[config.mk]
export PLATFORM = sky130hd
export DESIGN_NAME = der_cert_tbs_signature_splitter
export DESIGN_NICKNAME = d
export VERILOG_FILES = /design/src/sv/dertbs_pkg.sv /design/src/sv/der_cert_tbs_signature_splitter.sv
export SDC_FILE = /design/constraint.sdc
export NUM_CORES = 1
export LEC_CHECK = 0
export BUFFER_PORTS_ARGS = -buffer_cell sky130_fd_sc_hd__buf_2
export CORE_UTILIZATION = 55
export CTS_CLUSTER_DIAMETER = 150
export DETAILED_ROUTE_END_ITERATION = 8
export PLACE_DENSITY_LB_ADDON = 0.25
export RECOVER_POWER = 100
export SETUP_SLACK_MARGIN = 0.15
export SLEW_MARGIN = 10
export SYNTH_ARGS = -nofsm -noshare
export SYNTH_HDL_FRONTEND = slang
export SYNTH_SLANG_ARGS = --single-unit
[constraint.sdc]
create_clock -name clk -period 13.5 [get_ports clk]
set_clock_uncertainty 0.2 [all_clocks]
set_input_delay 0.675 -clock clk [delete_from_list [all_inputs] [get_ports clk]]
set_output_delay 0.675 -clock clk [all_outputs]
set_load 0.02 [all_outputs]
[src/sv/dertbs_pkg.sv]
// Shared types and constants for the DER certificate TBS/signature splitter.
// No dependencies; imported by der_cert_tbs_signature_splitter and its bench.
package dertbs_pkg;

    // Longest long-form length field accepted, in bytes
    localparam int unsigned MAX_LENGTH_BYTES = 4;

    localparam int unsigned DATA_W = 8;
    localparam int unsigned SIZE_W = 32;
    localparam int unsigned REGION_W = 3;
    localparam int unsigned STATUS_W = 2;
    localparam int unsigned RES_W = REGION_W + STATUS_W + 2 * SIZE_W;
    localparam int unsigned OUT_W = ((RES_W + 7) / 8) * 8;

    localparam logic [DATA_W-1:0] LONG_FORM_BIT = 8'h80;
    localparam logic [6:0] LEN_COUNT_MASK = 7'h7F;

    typedef logic [REGION_W-1:0] region_t;
    typedef logic [STATUS_W-1:0] status_t;

    localparam region_t REGION_OUTER_HDR = 3'd0;
    localparam region_t REGION_TBS = 3'd1;
    localparam region_t REGION_SIG_ALG = 3'd2;
    localparam region_t REGION_SIG_HDR = 3'd3;
    localparam region_t REGION_UNUSED_BITS = 3'd4;
    localparam region_t REGION_SIG_VALUE = 3'd5;
    localparam region_t REGION_EXTRA = 3'd6;
    localparam region_t REGION_TRAILING = 3'd7;

    localparam status_t STATUS_UNDECIDED = 2'd0;
    localparam status_t STATUS_ACCEPTED = 2'd1;
    localparam status_t STATUS_REJECTED = 2'd2;

endpackage

[src/sv/der_cert_tbs_signature_splitter.sv]
// Top level of the DER certificate TBS/signature splitter: input register,
// TLV parse step, result register. Depends on dertbs_pkg.
//
// Takes a DER encoded certificate one byte per request and returns one
// result per byte: the region the byte belongs to (outer header, TBS TLV,
// signature algorithm, signature header, unused-bits byte, signature value,
// extra inner bytes, trailing bytes), a status, and on the byte marked with
// tlast the final verdict together with the full TBS TLV size and the
// signature value size (unused-bits byte excluded). Lengths may be short
// form or long form with up to four bytes; tags are not checked. Once an
// element fails its bounds check the status stays rejected and all further
// bytes are labeled trailing until tlast, after which the parser starts
// over on a fresh certificate. Throughput is one byte per clock if the
// master side does not stall. A taken byte sits in the input register,
// is parsed combinationally from there, and its result is written into
// the result register, with the parse-state update, once that register
// is free. While the master side stalls, the result register holds, the
// input register takes one more byte and then tready drops, so up to two
// bytes sit in flight.
module der_cert_tbs_signature_splitter (
    input  logic                             clk,
    input  logic                             rst_n,
    input  logic                             s_axis_tvalid,
    output logic                             s_axis_tready,
    // [7:0] data_byte
    input  logic [dertbs_pkg::DATA_W-1:0]    s_axis_tdata,
    // last_byte
    input  logic                             s_axis_tlast,
    output logic                             m_axis_tvalid,
    input  logic                             m_axis_tready,
    // [2:0] region, [4:3] status, [36:5] tbs_size, [68:37] signature_size,
    // [71:69] zero
    output logic [dertbs_pkg::OUT_W-1:0]     m_axis_tdata,
    // done_res
    output logic                             m_axis_tlast
);
    import dertbs_pkg::*;

    typedef enum logic [3:0] {
        PH_OTAG,
        PH_OLEN,
        PH_OLENX,
        PH_ITAG,
        PH_ILEN,
        PH_ILENX,
        PH_IVAL,
        PH_EXTRA,
        PH_TRAIL,
        PH_REJ
    } phase_t;

    // pipeline control
    logic in_valid_reg;
    logic [DATA_W-1:0] in_data_reg;
    logic in_last_reg;
    logic out_valid_reg;
    logic [OUT_W-1:0] out_data_reg;
    logic out_last_reg;
    logic out_free;
    logic advance;
    logic in_take;

    // parse state
    phase_t phase_reg, phase_next;
    logic [SIZE_W-1:0] length_accum_reg, length_accum_next;
    logic [2:0] length_left_reg, length_left_next;
    logic [2:0] header_count_reg, header_count_next;
    logic [SIZE_W-1:0] element_left_reg, element_left_next;
    logic [SIZE_W-1:0] outer_left_reg, outer_left_next;
    logic [1:0] element_index_reg, element_index_next;
    logic [SIZE_W-1:0] tbs_total_reg, tbs_total_next;
    logic [SIZE_W-1:0] sig_total_reg, sig_total_next;
    logic rejected_reg, rejected_next;

    region_t region;
    status_t status;
    logic [SIZE_W-1:0] tbs_out;
    logic [SIZE_W-1:0] sig_out;

    assign out_free = !out_valid_reg || m_axis_tready;
    assign advance = in_valid_reg && out_free;
    assign s_axis_tready = !in_valid_reg || out_free;
    assign in_take = s_axis_tvalid && s_axis_tready;

    assign m_axis_tvalid = out_valid_reg;
    assign m_axis_tdata = out_data_reg;
    assign m_axis_tlast = out_last_reg;

    // One parse step per byte. Header end, element finish and element start
    // are chained in that order, each possibly triggering the next.
    always_comb
    begin
        logic [DATA_W-1:0] b;
        logic [6:0] n;
        logic [SIZE_W-1:0] hdr_len;
        logic [SIZE_W-1:0] accum_shift;
        logic do_end_header;
        logic do_finish;
        logic do_start;
        logic do_reject;

        b = in_data_reg;
        n = b[6:0] & LEN_COUNT_MASK;
        hdr_len = '0;
        accum_shift = {length_accum_reg[SIZE_W-DATA_W-1:0], b};
        do_end_header = 1'b0;
        do_finish = 1'b0;
        do_start = 1'b0;
        do_reject = 1'b0;

        phase_next = phase_reg;
        length_accum_next = length_accum_reg;
        length_left_next = length_left_reg;
        header_count_next = header_count_reg;
        element_left_next = element_left_reg;
        outer_left_next = outer_left_reg;
        element_index_next = element_index_reg;
        tbs_total_next = tbs_total_reg;
        sig_total_next = sig_total_reg;
        rejected_next = rejected_reg;
        region = REGION_TRAILING;

        case (phase_reg)
            PH_OTAG:
            begin
                region = REGION_OUTER_HDR;
                phase_next = PH_OLEN;
            end
            PH_OLEN:
            begin
                region = REGION_OUTER_HDR;
                if ((b & LONG_FORM_BIT) == '0)
                begin
                    outer_left_next = SIZE_W'(b);
                    do_start = 1'b1;
                end
                else if (n > 7'(MAX_LENGTH_BYTES))
                begin
                    do_reject = 1'b1;
                end
                else if (n == '0)
                begin
                    outer_left_next = '0;
                    do_start = 1'b1;
                end
                else
                begin
                    length_left_next = n[2:0];
                    length_accum_next = '0;
                    phase_next = PH_OLENX;
                end
            end
            PH_OLENX:
            begin
                region = REGION_OUTER_HDR;
                length_accum_next = accum_shift;
                length_left_next = length_left_reg - 3'd1;
                if (length_left_next == '0)
                begin
                    outer_left_next = accum_shift;
                    do_start = 1'b1;
                end
            end
            PH_ITAG:
            begin
                region = region_t'({1'b0, element_index_reg}) + REGION_TBS;
                outer_left_next = outer_left_reg - 1'b1;
                header_count_next = 3'd1;
                phase_next = PH_ILEN;
            end
            PH_ILEN:
            begin
                region = region_t'({1'b0, element_index_reg}) + REGION_TBS;
                outer_left_next = outer_left_reg - 1'b1;
                header_count_next = 3'd2;
                if ((b & LONG_FORM_BIT) == '0)
                begin
                    hdr_len = SIZE_W'(b);
                    do_end_header = 1'b1;
                end
                else if (n > 7'(MAX_LENGTH_BYTES) || SIZE_W'(n) > outer_left_next)
                begin
                    do_reject = 1'b1;
                end
                else if (n == '0)
                begin
                    hdr_len = '0;
                    do_end_header = 1'b1;
                end
                else
                begin
                    length_left_next = n[2:0];
                    length_accum_next = '0;
                    phase_next = PH_ILENX;
                end
            end
            PH_ILENX:
            begin
                region = region_t'({1'b0, element_index_reg}) + REGION_TBS;
                outer_left_next = outer_left_reg - 1'b1;
                header_count_next = header_count_reg + 3'd1;
                length_accum_next = accum_shift;
                length_left_next = length_left_reg - 3'd1;
                if (length_left_next == '0)
                begin
                    hdr_len = accum_shift;
                    do_end_header = 1'b1;
                end
            end
            PH_IVAL:
            begin
                if (element_index_reg == 2'd2)
                    region = (element_left_reg == sig_total_reg + 1'b1) ?
                             REGION_UNUSED_BITS : REGION_SIG_VALUE;
                else
                    region = region_t'({1'b0, element_index_reg}) + REGION_TBS;
                outer_left_next = outer_left_reg - 1'b1;
                element_left_next = element_left_reg - 1'b1;
                if (element_left_next == '0)
                    do_finish = 1'b1;
            end
            PH_EXTRA:
            begin
                region = REGION_EXTRA;
                outer_left_next = outer_left_reg - 1'b1;
                if (outer_left_next == '0)
                    phase_next = PH_TRAIL;
            end
            default:
            begin
                region = REGION_TRAILING;
            end
        endcase

        // end of an inner header: bounds check, record sizes
        if (do_end_header)
        begin
            if (hdr_len > outer_left_next ||
                (element_index_reg == 2'd2 && hdr_len == '0))
            begin
                do_reject = 1'b1;
            end
            else
            begin
                element_left_next = hdr_len;
                if (element_index_reg == 2'd0)
                    tbs_total_next = SIZE_W'(header_count_next) + hdr_len;
                if (element_index_reg == 2'd2)
                    sig_total_next = hdr_len - 1'b1;
                if (hdr_len == '0)
                    do_finish = 1'b1;
                else
                    phase_next = PH_IVAL;
            end
        end

        // element complete: move to the next one or past the third
        if (do_finish)
        begin
            element_index_next = element_index_reg + 2'd1;
            if (element_index_next == 2'd3)
                phase_next = (outer_left_next == '0) ? PH_TRAIL : PH_EXTRA;
            else
                do_start = 1'b1;
        end

        // new inner element needs at least tag and length bytes
        if (do_start)
        begin
            if (outer_left_next < SIZE_W'(2))
            begin
                do_reject = 1'b1;
            end
            else
            begin
                header_count_next = '0;
                phase_next = PH_ITAG;
            end
        end

        if (in_last_reg && phase_next != PH_TRAIL)
            do_reject = 1'b1;

        if (do_reject)
        begin
            rejected_next = 1'b1;
            phase_next = PH_REJ;
        end

        if (rejected_next)
            status = STATUS_REJECTED;
        else if (in_last_reg)
            status = STATUS_ACCEPTED;
        else
            status = STATUS_UNDECIDED;

        if (in_last_reg && !rejected_next)
        begin
            tbs_out = tbs_total_next;
            sig_out = sig_total_next;
        end
        else
        begin
            tbs_out = '0;
            sig_out = '0;
        end

        // certificate closed: start over
        if (in_last_reg)
        begin
            phase_next = PH_OTAG;
            length_accum_next = '0;
            length_left_next = '0;
            header_count_next = '0;
            element_left_next = '0;
            outer_left_next = '0;
            element_index_next = '0;
            tbs_total_next = '0;
            sig_total_next = '0;
            rejected_next = 1'b0;
        end
    end

    always_ff @(posedge clk or negedge rst_n)
    begin
        if (!rst_n)
        begin
            in_valid_reg <= 1'b0;
            out_valid_reg <= 1'b0;
            phase_reg <= PH_OTAG;
            length_accum_reg <= '0;
            length_left_reg <= '0;
            header_count_reg <= '0;
            element_left_reg <= '0;
            outer_left_reg <= '0;
            element_index_reg <= '0;
            tbs_total_reg <= '0;
            sig_total_reg <= '0;
            rejected_reg <= 1'b0;
        end
        else
        begin
            if (in_take)
                in_valid_reg <= 1'b1;
            else if (advance)
                in_valid_reg <= 1'b0;

            if (advance)
                out_valid_reg <= 1'b1;
            else if (m_axis_tready)
                out_valid_reg <= 1'b0;

            if (advance)
            begin
                phase_reg <= phase_next;
                length_accum_reg <= length_accum_next;
                length_left_reg <= length_left_next;
                header_count_reg <= header_count_next;
                element_left_reg <= element_left_next;
                outer_left_reg <= outer_left_next;
                element_index_reg <= element_index_next;
                tbs_total_reg <= tbs_total_next;
                sig_total_reg <= sig_total_next;
                rejected_reg <= rejected_next;
            end
        end
    end

    // payload registers
    always_ff @(posedge clk)
    begin
        if (in_take)
        begin
            in_data_reg <= s_axis_tdata;
            in_last_reg <= s_axis_tlast;
        end
        if (advance)
        begin
            out_data_reg <= OUT_W'({sig_out, tbs_out, status, region});
            out_last_reg <= in_last_reg;
        end
    end

endmodule

==> metrics.txt <==
leading cell type in the layout, fill and taps excluded=nand2_1; I/O pins=88; Fin Setup TNS=0 ns; status=finished, violations left; slew margin rel.=-1.382; final WL=63400 microns; crit path launch type=flip-flop; Worst-Margin Slew=3.573 ns; Yosys warnings=0; total of max-cap violations=12; Final Wtd Congestion=1.019; root buffer cell=clkbuf_16; switching fraction of total power=0.4299; clock sinks=246; Worst Path Required=13.73 ns; commonest non-fill, non-tap cells in the layout=208 x nand2_1, 178 x nor2_1, 167 x dfrtp_1, 166 x o21ai_0, 132 x a21oi_1; Layout area overhead=7.743%; distinct cell type count after synthesis=97; Fill cells=2760; Initial Utilization=0.5588; number of synthesized flops with an enable pin=79; Worst-path clk slew=0.06 ns; failing checks=capacitance limit, slew limit; final worst-path cycle share=0.7101; DIE HEIGHT=178.1 microns; sequential-to-total area share from yosys stat=0.3843; CP Max Fanout=48; FF+latch count, synth=246; core area=0.03051 sq mm; Post-Synthesis Cells=2020; Layout Nets=2081; first-pass GRT wire length=94900 microns; Final min period=9.586 ns; Comb power frac=0.445; synthesized area per cell=8.440 sq um; clock tree buffer depth=3; share of cells above drive strength 1=0.05413; Finish-stage setup viols=0; initial antenna violation count=1; RSZ-0062 raised after global routing=false; ANT nets after route=0; multi-input logic area=0.009540 sq mm; drt drc=0; Fmax=0.1043 GHz; DP Wirelength=46220 microns; Worst EP arrival=9.82 ns; crit end category=flip-flop; post-CTS setup-driven buffer insertion count=0; Num CTS Buffers=28; CTS tree=yes; power share of the clock group=0.261; total congestion overflow=0; Main synth FF type=dfrtp_1; Wirelength per Cell=26.10 microns; Leak=7.328 nW; sw power=0.001354 W; DRT Pass-1 Iters=6; initial DRC count=2359; Total GRT Usage=0.4005; final core area utilization=0.6021; internal power=0.001796 W; worst hold path class=in2reg; Async S/R FF share, synth=0.6789; vias in the first global route=15220; largest net degree at the start of global routing=66; die area=0.03171 sq mm; Cell Area, Synth=0.01705 sq mm; Reg power frac=0.293; Core Rows=64; max reg flops=69; final hold vios=0; VDD IR max=0.1816 mV; final number of max-transition violations=564; Setup CP Type=reg2reg; Port Buffers=84; Register Area=0.006551 sq mm; H-tree levels=1; Resize count post-CTS=0; Pwr Density=171.5 mW/mm^2; DIE WIDTH=178.1 microns; routed vias/inst=6.809; Clock Latency Late Sink=0.56 ns; Vias=16540
-- logic make-up after synthesis --
kind of cell	share of synthesized area
AO/OA/AOI/OAI	0.2235
XOR/XNOR	0.04829
adder cells (fa/ha/maj)	0.04301
buffers and inverters	0.05343
flip-flops	0.3843
multiplexers	0.009100
other	0.0002200
AND/OR/NAND/NOR	0.2381
-- power by group through the flow --
stage | clock [W] | combinational, W | sequential (W)
after floorplan | 0 | 0.00101 | 0.000890
after global placement | 0 | 0.00138 | 0.000930
after detailed placement | 0 | 0.00139 | 0.000930
after CTS | 0.000830 | 0.00140 | 0.000916
after global routing | 0.000860 | 0.00150 | 0.000931
final | 0.000823 | 0.00140 | 0.000924
-- critical path, cell delays in order (launching register included) --
cell and delay, ns:
dfrtp_1 0.37, nand2b_1 0.08, nand2_1 0.62, clkinvlp_2 1.90, nand2_1 1.65, clkbuf_1 1.73
o21ai_0 1.96, a22o_1 0.82
-- routing by layer --
metal,GRT usage,part of all wire
met5,0,0.00021
met3,0.05691,0.094
met1,0.5374,0.40
met4,0.2187,0.066
met2,0.6235,0.44
-- through the flow --
step | area (sq um) | cells | power (W) | hold slack, ns | setup WS (ns)
floorplan | 17060 | 2022 | 0.001901 | 0.1794 | 7.952
global placement | 17610 | 2375 | 0.002312 | 0.2599 | 6.709
detailed placement | 17610 | 2375 | 0.002319 | 0.2774 | 6.603
CTS | 18610 | 2428 | 0.003144 | 0.07999 | 6.582
global route | 18370 | 2428 | 0.003294 | 0.07801 | 3.215
finish | 18370 | 2429 | 0.003150 | 0.09385 | 3.914
-- synthesized netlist by cell type (27+ instances only) --
cell type	count	area, sq um
and2_1	27	168.9
o21ai_1	37	185.2
nand3_1	66	330.3
dfrtp_1	167	4179
nand4_1	36	225.2
nand2_1	208	780.8
a22o_1	53	464.2
clkbuf_1	123	461.7
xnor2_1	67	586.8
or3_1	27	168.9
o21ai_0	143	715.7
inv_1	70	262.8
edfxtp_1	79	2372
nor2_1	178	668.1
ha_1	57	713.2
a21oi_1	131	655.6
xor2_1	27	236.5
nor4_1	40	250.2
nor3_1	92	460.4
-- repair_timing --
action | 4_1_cts | 5_1_grt
endpoints found under the setup margin | 0 | 0
hold buffers | 1 | 0
endpoints found under the hold margin | 51 | 0
-- area by class of cell --
class	count	share of cell area
multi-input cells	1548	0.5194
inverters	71	0.01458
flip-flops and latches	246	0.3567
well taps	396	0.02697
clock inverters	20	0.01430
repair buffers	115	0.02847
diodes	1	0.0001362
clock buffers	32	0.03951
-- final timing paths --
| path | from | to | slack [ns] | depth (start not counted) |
|---|---|---|---|---|
| max | m_axis_tvalid | tbs_total_reg[4] | 3.91 | 7 |
| min | s_axis_tdata[6] | in_data_reg[6] | 0.09 | 1 |
| max reg2reg | m_axis_tvalid | tbs_total_reg[4] | 3.91 | 7 |
| min reg2reg | tbs_total_reg[28] | tbs_total_reg[28] | 0.29 | 2 |
| max in group asynchronous | rst_n | length_left_reg[1] | 4.66 | 4 |
| min in group asynchronous | rst_n | element_left_reg[23] | 1.49 | 2 |
No activity file was read; power rests on OpenSTA's default activity.
